File: src/hw/rtl/sllp_pkg.sv
// shared types and constants of the song-length line parser
package sllp_pkg;

  localparam int HASH_BYTES  = 16;
  localparam int HASH_DIGITS = 2 * HASH_BYTES;
  localparam int HCNT_W      = $clog2(HASH_DIGITS + 2);

  localparam int RES_DEPTH   = 8;
  localparam int RES_PTR_W   = $clog2(RES_DEPTH);
  localparam int RES_CNT_W   = $clog2(RES_DEPTH + 1);

  localparam logic [23:0] MAX24 = 24'hFFFFFF;

  localparam logic [7:0] CH_ZERO  = 8'h30;
  localparam logic [7:0] CH_COLON = 8'h3A;
  localparam logic [7:0] CH_EQ    = 8'h3D;
  localparam logic [7:0] CH_SEMI  = 8'h3B;
  localparam logic [7:0] CH_BRACK = 8'h5B;

  // result kinds
  localparam logic [1:0] KIND_HASH   = 2'd0;
  localparam logic [1:0] KIND_LENGTH = 2'd1;
  localparam logic [1:0] KIND_STATUS = 2'd2;

  // line status codes
  localparam logic [2:0] ST_OK        = 3'd0;
  localparam logic [2:0] ST_IGNORED   = 3'd1;
  localparam logic [2:0] ST_BAD_HASH  = 3'd2;
  localparam logic [2:0] ST_BAD_ENTRY = 3'd3;
  localparam logic [2:0] ST_BAD_LINE  = 3'd4;

  typedef enum logic [2:0] {
    PH_START,
    PH_IGNORE,
    PH_BADLINE,
    PH_HASH,
    PH_BADHASH,
    PH_NOEQ,
    PH_ENTRIES
  } line_phase_t;

  typedef enum logic [1:0] {
    TP_GAP,
    TP_MIN,
    TP_SEC,
    TP_ATTR
  } time_phase_t;

  typedef struct packed {
    line_phase_t         phase;
    time_phase_t         tphase;
    logic [HCNT_W-1:0]   hex_cnt;
    logic [3:0]          high;
    logic [23:0]         minutes;
    logic [23:0]         seconds;
    logic [7:0]          count;
    logic                stopped;
  } line_state_t;

  localparam line_state_t LINE_RESET = '{
    phase:   PH_START,
    tphase:  TP_GAP,
    hex_cnt: '0,
    high:    '0,
    minutes: '0,
    seconds: '0,
    count:   '0,
    stopped: 1'b0
  };

  typedef struct packed {
    logic [1:0]  kind;
    logic [23:0] value;
    logic [7:0]  position;
    logic [2:0]  status;
    logic        last;
  } result_t;

endpackage

File: src/hw/rtl/sllp_step.sv
// per-character parse step: next line state and up to two results
module sllp_step (
  input  sllp_pkg::line_state_t st,
  input  logic [7:0]            char_code,
  input  logic                  end_of_line,
  output sllp_pkg::line_state_t st_next,
  output logic [1:0]            res_valid,
  output sllp_pkg::result_t     res [2]
);
  import sllp_pkg::*;

  function automatic logic is_blank(input logic [7:0] c);
    return (c == 8'd32) || (c >= 8'd9 && c <= 8'd13);
  endfunction

  function automatic logic is_digit(input logic [7:0] c);
    return (c >= CH_ZERO) && (c <= 8'h39);
  endfunction

  // 16 means not a hex digit
  function automatic logic [4:0] hex_value(input logic [7:0] c);
    logic [7:0] d;
    d = 8'd16;
    if (is_digit(c)) begin
      d = c - CH_ZERO;
    end else if (c >= 8'h61 && c <= 8'h66) begin
      d = c - 8'h57;
    end else if (c >= 8'h41 && c <= 8'h46) begin
      d = c - 8'h37;
    end
    return d[4:0];
  endfunction

  function automatic logic [23:0] acc_digit(input logic [23:0] a, input logic [7:0] c);
    logic [27:0] v;
    logic [7:0]  d;
    d = c - CH_ZERO;
    v = ({4'd0, a} << 3) + ({4'd0, a} << 1) + {20'd0, d};
    return (v > {4'd0, MAX24}) ? MAX24 : v[23:0];
  endfunction

  line_state_t n;
  logic [4:0]  hv;
  logic        emit_mid;
  logic        emit_len;
  logic [30:0] total;
  logic [23:0] total_sat;
  logic [2:0]  line_status;

  always_comb begin
    n        = st;
    hv       = hex_value(char_code);
    emit_mid = 1'b0;
    res_valid = 2'b00;
    res[0]   = '0;
    res[1]   = '0;

    case (st.phase)
      PH_START: begin
        if (is_blank(char_code)) begin
        end else if (!hv[4]) begin
          n.phase   = PH_HASH;
          n.hex_cnt = HCNT_W'(1);
          n.high    = hv[3:0];
        end else if (char_code == CH_SEMI || char_code == CH_BRACK) begin
          n.phase = PH_IGNORE;
        end else begin
          n.phase = PH_BADLINE;
        end
      end
      PH_HASH: begin
        if (!hv[4]) begin
          if (st.hex_cnt < HCNT_W'(HASH_DIGITS)) begin
            if (st.hex_cnt[0]) begin
              res_valid[0] = 1'b1;
              res[0].kind     = KIND_HASH;
              res[0].value    = {16'd0, st.high, hv[3:0]};
              res[0].position = 8'(st.hex_cnt >> 1);
            end else begin
              n.high = hv[3:0];
            end
            n.hex_cnt = st.hex_cnt + HCNT_W'(1);
          end else begin
            n.hex_cnt = HCNT_W'(HASH_DIGITS + 1);
          end
        end else if (st.hex_cnt != HCNT_W'(HASH_DIGITS)) begin
          n.phase = PH_BADHASH;
        end else if (char_code == CH_EQ) begin
          n.phase  = PH_ENTRIES;
          n.tphase = TP_GAP;
        end else begin
          n.phase = PH_NOEQ;
        end
      end
      PH_ENTRIES: begin
        if (!st.stopped) begin
          case (st.tphase)
            TP_GAP: begin
              if (is_blank(char_code)) begin
              end else if (is_digit(char_code)) begin
                n.tphase  = TP_MIN;
                n.minutes = {16'd0, char_code - CH_ZERO};
              end else begin
                n.stopped = 1'b1;
              end
            end
            TP_MIN: begin
              if (is_digit(char_code)) begin
                n.minutes = acc_digit(st.minutes, char_code);
              end else if (char_code == CH_COLON) begin
                n.tphase  = TP_SEC;
                n.seconds = '0;
              end else begin
                n.stopped = 1'b1;
              end
            end
            TP_SEC: begin
              if (is_digit(char_code)) begin
                n.seconds = acc_digit(st.seconds, char_code);
              end else begin
                emit_mid = 1'b1;
                n.tphase = is_blank(char_code) ? TP_GAP : TP_ATTR;
              end
            end
            default: begin
              if (is_blank(char_code)) n.tphase = TP_GAP;
            end
          endcase
        end
      end
      default: begin
      end
    endcase

    // an entry still in its seconds field at end of line is closed here
    emit_len = emit_mid || (end_of_line && n.phase == PH_ENTRIES && !n.stopped &&
                            n.tphase == TP_SEC);
    total = ({7'd0, n.minutes} << 6) - ({7'd0, n.minutes} << 2) + {7'd0, n.seconds};
    total_sat = (total > {7'd0, MAX24}) ? MAX24 : total[23:0];
    if (emit_len) begin
      res_valid[0]    = 1'b1;
      res[0].kind     = KIND_LENGTH;
      res[0].value    = total_sat;
      res[0].position = n.count;
      if (n.count != 8'hFF) n.count = n.count + 8'd1;
    end

    case (n.phase)
      PH_START, PH_IGNORE: line_status = ST_IGNORED;
      PH_BADLINE:          line_status = ST_BAD_LINE;
      PH_HASH:             line_status = (n.hex_cnt == HCNT_W'(HASH_DIGITS)) ?
                                         ST_BAD_ENTRY : ST_BAD_HASH;
      PH_BADHASH:          line_status = ST_BAD_HASH;
      PH_NOEQ:             line_status = ST_BAD_ENTRY;
      default:             line_status = (n.count != 8'd0) ? ST_OK : ST_BAD_ENTRY;
    endcase

    if (end_of_line) begin
      res_valid[1]    = 1'b1;
      res[1].kind     = KIND_STATUS;
      res[1].value    = {16'd0, n.count};
      res[1].position = 8'd0;
      res[1].status   = line_status;
      res[1].last     = 1'b1;
      n = LINE_RESET;
    end

    st_next = n;
  end

endmodule

File: src/hw/rtl/sllp_res_fifo.sv
// result queue: takes up to two results a cycle, gives one beat a cycle while pop is high
module sllp_res_fifo (
  input  logic                           clk,
  input  logic                           rst,
  input  logic [1:0]                     push,
  input  sllp_pkg::result_t              din [2],
  input  logic                           pop,
  output logic                           valid,
  output sllp_pkg::result_t              head,
  output logic [sllp_pkg::RES_CNT_W-1:0] count
);
  import sllp_pkg::*;

  result_t              mem [RES_DEPTH];
  logic [RES_PTR_W-1:0] wr_ptr;
  logic [RES_PTR_W-1:0] rd_ptr;
  logic [RES_PTR_W-1:0] wr_ptr_next;
  logic [RES_CNT_W-1:0] count_next;
  logic                 do_pop;

  assign valid  = (count != '0);
  assign head   = mem[rd_ptr];
  assign do_pop = pop && valid;

  always_comb begin
    wr_ptr_next = wr_ptr + RES_PTR_W'(push[0]) + RES_PTR_W'(push[1]);
    count_next  = count + RES_CNT_W'(push[0]) + RES_CNT_W'(push[1]) -
                  RES_CNT_W'(do_pop);
  end

  always_ff @(posedge clk) begin
    if (rst) begin
      wr_ptr <= '0;
      rd_ptr <= '0;
      count  <= '0;
    end else begin
      wr_ptr <= wr_ptr_next;
      count  <= count_next;
      if (do_pop) rd_ptr <= rd_ptr + RES_PTR_W'(1);
    end
  end

  // second result lands behind the first when both are present
  always_ff @(posedge clk) begin
    if (push[0]) mem[wr_ptr] <= din[0];
    if (push[1]) mem[wr_ptr + RES_PTR_W'(push[0])] <= din[1];
  end

endmodule

File: src/hw/rtl/song_length_line_parser.sv
// top level of the song-length line parser
//
// One character of a database line comes in per beat on the s_ side,
// s_tlast marking the final character of the line. Results leave on the
// m_ side, one per beat: hash bytes, play lengths in seconds, and on the
// last character of every line a status beat with m_tlast high.
// A character is held in the input register, then the parse step
// updates the line state and writes zero, one or two results into an
// eight-entry result queue that drives m_tvalid; a character passes the
// input register and its results the queue before they can leave.
// Throughput is one character per cycle; s_tready drops only when the
// result queue could not absorb two more results from each character
// still in flight, so a receiver that holds m_tready low fills the queue
// and then stalls the sender without losing or repeating any beat.
// Reset (rst, synchronous) empties the queue and the input register and
// returns the line state to start of line.
module song_length_line_parser (
  input  logic        clk,
  input  logic        rst,
  input  logic        s_tvalid,
  output logic        s_tready,
  input  logic [7:0]  s_tdata,   // char_code
  input  logic        s_tlast,   // end_of_line
  output logic        m_tvalid,
  input  logic        m_tready,
  output logic [39:0] m_tdata,   // value[23:0], position[31:24], status[34:32], zero pad
  output logic [1:0]  m_tuser,   // kind
  output logic        m_tlast    // last
);
  import sllp_pkg::*;

  logic                 in_valid;
  logic [7:0]           in_char;
  logic                 in_eol;
  line_state_t          line_st;
  line_state_t          line_st_next;
  logic [1:0]           res_valid;
  result_t              res [2];
  result_t              head;
  logic [RES_CNT_W-1:0] q_count;
  logic [RES_CNT_W:0]   q_need;

  assign q_need   = {1'b0, q_count} + (in_valid ? (RES_CNT_W + 1)'(2) : '0);
  assign s_tready = (q_need <= (RES_CNT_W + 1)'(RES_DEPTH - 2));

  always_ff @(posedge clk) begin
    if (rst) begin
      in_valid <= 1'b0;
      line_st  <= LINE_RESET;
    end else begin
      in_valid <= s_tvalid && s_tready;
      if (in_valid) line_st <= line_st_next;
    end
  end

  always_ff @(posedge clk) begin
    if (s_tvalid && s_tready) begin
      in_char <= s_tdata;
      in_eol  <= s_tlast;
    end
  end

  sllp_step u_step (
    .st          (line_st),
    .char_code   (in_char),
    .end_of_line (in_eol),
    .st_next     (line_st_next),
    .res_valid   (res_valid),
    .res         (res)
  );

  sllp_res_fifo u_fifo (
    .clk   (clk),
    .rst   (rst),
    .push  (in_valid ? res_valid : 2'b00),
    .din   (res),
    .pop   (m_tready),
    .valid (m_tvalid),
    .head  (head),
    .count (q_count)
  );

  assign m_tdata = {5'd0, head.status, head.position, head.value};
  assign m_tuser = head.kind;
  assign m_tlast = head.last;

endmodule

File: config.mk
export PLATFORM = sky130hd
export DESIGN_NAME = song_length_line_parser
export DESIGN_NICKNAME = d
export VERILOG_FILES = /design/src/hw/rtl/sllp_pkg.sv /design/src/hw/rtl/sllp_step.sv /design/src/hw/rtl/sllp_res_fifo.sv /design/src/hw/rtl/song_length_line_parser.sv
export SDC_FILE = /design/constraint.sdc
export NUM_CORES = 1
export LEC_CHECK = 0
export BUFFER_PORTS_ARGS = -buffer_cell sky130_fd_sc_hd__buf_2
export CAP_MARGIN = 20
export CORE_AREA = 2 2 230 232
export DETAILED_ROUTE_END_ITERATION = 12
export DIE_AREA = 0 0 232 234
export PLACE_DENSITY = 0.71
export SETUP_SLACK_MARGIN = 0.5
export SLEW_MARGIN = 20
export SYNTH_ARGS = -nofsm -noshare
export SYNTH_HDL_FRONTEND = slang
export SYNTH_HIERARCHICAL = 1
export SYNTH_SLANG_ARGS = --single-unit
File: constraint.sdc
create_clock -name clk -period 12.9 [get_ports clk]
set_input_delay 2.58 -clock clk [delete_from_list [all_inputs] [get_ports clk]]
set_output_delay 2.58 -clock clk [all_outputs]
set_load 0.02 [all_outputs]
======== Word level (Yosys, flattened, before mapping) ========
Memories as Yosys holds them, arrays and structs flattened. A register that Yosys moved wholly into a read port is not among the register bits.
Index checks and enable logic that the tools add are counted.
storage, ports and cells
  logic and storage cells ................. 169
  memories ................................ 1
  bits of input ports ..................... 13
  output and inout bits ................... 45
  bits in registers ....................... 92
  bits in writable memories ............... 304
memory list
  name        words  width  rd ports  clocked after memory_dff  write ports  line                 text
  u_fifo.mem  8      38     1         1                         2            sllp_res_fifo.sv:14  result_t mem [RES_DEPTH];
cells by class
  reductions and logical operators ........ 21
  eq/ne operators ......................... 24
  mux-type cells .......................... 78
  order comparisons ....................... 13
  add/subtract/negate cells ............... 18
operator list
  kind                                                             count
  2-to-1 mux 24 bit                                                9
  2-to-1 mux 34 bit                                                4
  2-to-1 mux 48 bit                                                2
  case mux 24 bit (2 select lines)                                 2
  2-to-1 mux 72 bit                                                1
  adder 27 x 25 -> 28 bit                                          2
  adder 28 x 8 -> 28 bit                                           2
  > comparator 28 x 24 -> 1 bit (second input constant)            2
  2-to-1 mux 38 bit                                                1
  equality test 8 x 6 -> 1 bit (second input constant)             4
  2-to-1 mux 2 bit                                                 16
  adder 31 x 24 -> 31 bit                                          1
  > comparator 31 x 24 -> 1 bit (second input constant)            1
  subtractor 30 x 26 -> 31 bit                                     1
  2-to-1 mux 10 bit                                                3
  2-to-1 mux 1 bit                                                 20
  2-to-1 mux 5 bit                                                 4
  case mux 10 bit (2 select lines)                                 1
  >= comparator 8 x 7 -> 1 bit (second input constant)             2
  less-or-equal comparator 8 x 7 -> 1 bit (second input constant)  2
  2-to-1 mux 16 bit                                                1
  2-to-1 mux 8 bit                                                 2
  case mux 3 bit (5 select lines)                                  1
  equality test 3 bit (second input constant)                      4
  other kinds (42)                                                 66

======== Logic depth before layout (Yosys ltp) ========
  depth after elaboration ................. 18
  mapped depth ............................ 37
  depth with buffers taken out ............ 34

======== By module ========
Netlist, hierarchy kept.
by module, submodules not included
  module                   cells an instance  sequential area each (um^2)  instances  area an instance (um^2)
  sllp_res_fifo            865                9389.0                       1          15742.6
  sllp_step                1453               0.0                          1          9611.7
  song_length_line_parser  260                1731.7                       1          2985.4

======== Worst setup path after synthesis ========
OpenSTA, ideal clock, no wires.
  kind .................................... flip-flop to flip-flop
  start ................................... register in_char[4]
  end ..................................... memory u_fifo/mem[0][13] (netlist bit) (data pin)
  period minus slack after synthesis ...... 8.687 ns
  setup time .............................. 0.131 ns
  arrival time ............................ 8.556 ns
  path buffers ............................ 3
  slack ................................... 4.213 ns
  data required time ...................... 12.769 ns
  cell stages (with the launch flop) ...... 37
  path through ............................ edfxtp_1 > clkbuf_1 > inv_1 > ha_1 > inv_1 > fa_1 > inv_1 > ha_1 > o21a_1 > o31a_1 > o311ai_0 > a31oi_1 > o21a_1 > o41ai_1 > o211ai_1 > clkbuf_1 > o21ai_0 > a21oi_1 > a21oi_1 > inv_1 > fa_1 > inv_1 > ha_1 > clkbuf_1 > and3_1 > a221oi_1 > o21ai_1 > a211oi_1 > xor2_1 > or4bb_1 > or4_1 > nor4_1 > or4b_4 > nor4_4 > a211oi_1 > o21ai_1 > mux2_2
RTL lines
  element                 line                           text
  start, declared         song_length_line_parser.sv:33  logic [7:0] in_char;
  start signal, assigned  song_length_line_parser.sv:58  in_char <= s_tdata;
  end, declared           sllp_res_fifo.sv:14

==> key figures <==
Synthesis
  – Sequential fraction of the synthesis area: 39.2%
  – Synth top area share: 33.2%
  – Main flop type after synthesis: edfxtp_1
  – Yosys warnings: 6
  – Post-synth top cells: 313 x edfxtp_1, 236 x nor2_1, 190 x mux2_2
  – Most common cell in the netlist: edfxtp_1
  – Post-synth top area cell: edfxtp_1
  – Yosys cell types: 98
  – Synth top area cells: edfxtp_1 33%, mux2_2 7.5%, ha_1 6.5%
  – Post-synth ARST share: 0%
  – Yosys reg bits: 399
  – Post-synth EDFFs: 313
  – Cell count after synthesis: 2,578
  – Synth Cell Area: 28,300 µm²
  – Mean Syn Cell Area: 11.0 µm²

Floorplan
  – Die Y-Extent: 234 µm
  – Die area: 54,300 µm²
  – Die Wd: 232 µm
  – Initial Util: 54.5%
  – Row count: 84
  – # IOs: 58
  – Core area: 52,000 µm²

STA
  – Setup Viol. Count Final: 0
  – Setup TNS: 0 ns
  – RSZ-0062 raised after global routing: false
  – Worst clock skew: 0.0183 ns
  – Fmax: 0.0961 GHz
  – Worst Tran Pin Value: 1.02 ns
  – Final Hold Fails: 0
  – Fin crit period: 10.41 ns
  – Slew headroom: 32.1%
  – Slew Limit Fails: 0
  – Tcrit/Tclk final: 80.7%

Final layout
  – Area Growth Syn to Fin: 7.34%
  – Fraction of layout cells with a size suffix above 1: 18.6%
  – Fin nets: 2,760
  – Final std cells w/o fill: 3,290
  – # fillers: 4,278

Status
  – Status: finished clean

Setup path
  – Reg2reg start: in_char[4]
  – Reg2reg setup slack: 2.49 ns
  – Critical Path AT: 10.87 ns
  – Worst reg2reg path depth: 33
  – Worst setup SP type: flip-flop
  – Crit. End Element: flip-flop
  – CP peak stage delay: 0.78 ns
  – CP max FO: 24
  – Slowest CP cell: o21ai_0
  – Worst R2R End: u_fifo/mem[2][13]
  – Kind of critical path: flip-flop to flip-flop
  – CP required: 13.36 ns

Placement
  – Port Buffer Count: 52
  – GP Congestion: 0.959
  – Cells after DPL: 3,207
  – Post-DP HPWL: 50,400 µm

Power
  – Pwr dens: 106 nW/µm²
  – Peak VDD IR: 0.000132 V
  – Pleak: 11.9 nW

Clock tree
  – Setup Buffers After CTS: 0
  – Clk buf depth: 3
  – Post-cts resize count: 0
  – Worst-path clk slew: 0.06 ns
  – CTS tree: yes
  – Num CTS Buffers: 46
  – H-tree depth: 2
  – Clk Latency, worst-skew pair: 0.59 ns
  – Clock root cell: clkbuf_16
  – Sink Count: 399
  – Cts hold-fix bufs: 0

Detailed routing
  – Vias: 21,100
  – Post-DRT Antenna Nets: 0
  – DRC: 0
  – Vias/cell: 6.40
  – Iteration-0 DRC Markers: 1,940
  – Final WL: 75,600 µm
  – Wire per inst: 23.0 µm
  – DRT Pass-1 Iters: 6

Global routing
  – Grt total ovfl: 0
  – Global-route wire length before repair: 117,000 µm
  – Initial antenna violation count: 1
  – Met1 global-route usage: 37.9%
  – GRT Total Usage: 27.6%
  – Met2 Track Usage GR: 45.2%
  – Vias in the first global route: 20,600
  – Largest net degree at the start of global routing: 88
  – Met3 track demand over resource: 4.27%
  – Busiest grt layer: met2

Worst hold path
  – Worst hold path type: flip-flop to flip-flop
  – Hold_sp: u_fifo/rd_ptr[1]
  – WHS Path Cells: 2

Flow run
  – Max-cap viol count: 0
==> power by group <==
group	switching, mW	internal (mW)
sequential	0.0433	1.40
combinational	0.326	0.228
clock	0.540	0.678
total	0.909	2.31
==> worst max-delay path by stage <==
| stage | start | end | slack [ns] |
|---|---|---|---|
| floorplan | in_char[4] | u_fifo/mem[0][13] | 4.21 |
| global placement | in_char[4] | u_fifo/mem[4][12] | 2.94 |
| detailed placement | in_char[4] | u_fifo/mem[0][13] | 2.68 |
| CTS | in_char[4] | u_fifo/mem[2][13] | 2.68 |
| global route | in_char[4] | u_fifo/mem[2][13] | 1.84 |
| finish | in_char[4] | u_fifo/mem[2][13] | 2.49 |
==> sequential cells by signal, indices dropped and copies added, names as in the netlist, named ones only <==
name           count
in_char            8
u_fifo/wr_ptr      3
in_valid           1
u_fifo/count       4
u_fifo/mem       304
in_eol             1
line_st           72
u_fifo/rd_ptr      3
==> critical path: cells and delay by family (launching register included) <==
family | cells | cell delay, ns
compound gates | 15 | 4.23
xor+xnor | 1 | 0.44
fa+ha+maj | 5 | 2.14
buf+inv | 4 | 0.49
flops | 1 | 0.66
mux | 1 | 0.26
simple gates | 7 | 2.03
==> cells by family after synthesis <==
| group | synth area share (%) |
|---|---|
| AND/OR/NAND/NOR | 9.79 |
| AO/OA/AOI/OAI | 12.0 |
| multiplexers | 22.6 |
| flip-flops | 39.2 |
| buffers and inverters | 5.13 |
| adder cells (fa/ha/maj) | 8.79 |
| XOR/XNOR | 2.34 |
| other | 0.0265 |
==> cells in the final DEF (no fill, tap or decap), types with 9 or more instances in the layout <==
cell type	count
a211oi_1	10
a21o_1	47
a21oi_1	151
a221oi_1	12
a31oi_1	22
and2_1	26
and3_1	16
buf_2	52
buf_4	38
clkbuf_16	46
clkinv_1	12
conb_1	35
dfxtp_1	82
edfxtp_1	313
fa_1	32
ha_1	148
inv_1	124
mux2_1	153
mux2_2	190
mux2i_1	84
mux4_2	76
nand2_1	141
nand2b_1	16
nand3_1	26
nand4_1	18
nor2_1	232
nor2b_1	19
nor3_1	28
o211ai_1	15
o21a_1	22
o21ai_0	114
o21ai_1	10
o21bai_1	10
o221a_2	11
o31ai_1	11
or2_2	9
xnor2_1	43
xor2_1	29
==> layout make-up <==
| type | instances | area [µm²] | share of cell area [%] |
|---|---|---|---|
| clock inverters | 30 | 213 | 0.699 |
| flip-flops and latches | 399 | 11100 | 36.6 |
| inverters | 124 | 465 | 1.53 |
| diodes | 1 | 2.50 | 0.00823 |
| repair buffers | 90 | 546 | 1.79 |
| multi-input cells | 1906 | 16000 | 52.7 |
| well taps | 688 | 861 | 2.83 |
| clock buffers | 52 | 1170 | 3.86 |
==> metal layers <==
layer  wire, µm  vias to the layer above
met4       1990                        0
met5          0                        -
met3       5560                      164
met2      35700                      888
li1           -                     9572
met1      32400                    10400
==> stage by stage <==
step | area [µm²] | power (mW) | worst slack, ns | hold slack [ns] | util, %
2_1_floorplan | 28500 | 1.89 | 4.21 | 0.458 | -
3_3_place_gp | 29000 | 2.01 | 2.94 | 0.487 | 55.8
3_5_place_dp | 29000 | 2.02 | 2.68 | 0.506 | 55.8
4_1_cts | 30400 | 3.23 | 2.68 | 0.516 | 58.5
5_1_grt | 30400 | 3.33 | 1.84 | 0.545 | 58.5
6_report | 30400 | 3.22 | 2.49 | 0.519 | 58.5
Power figures use the tool's default switching activity.
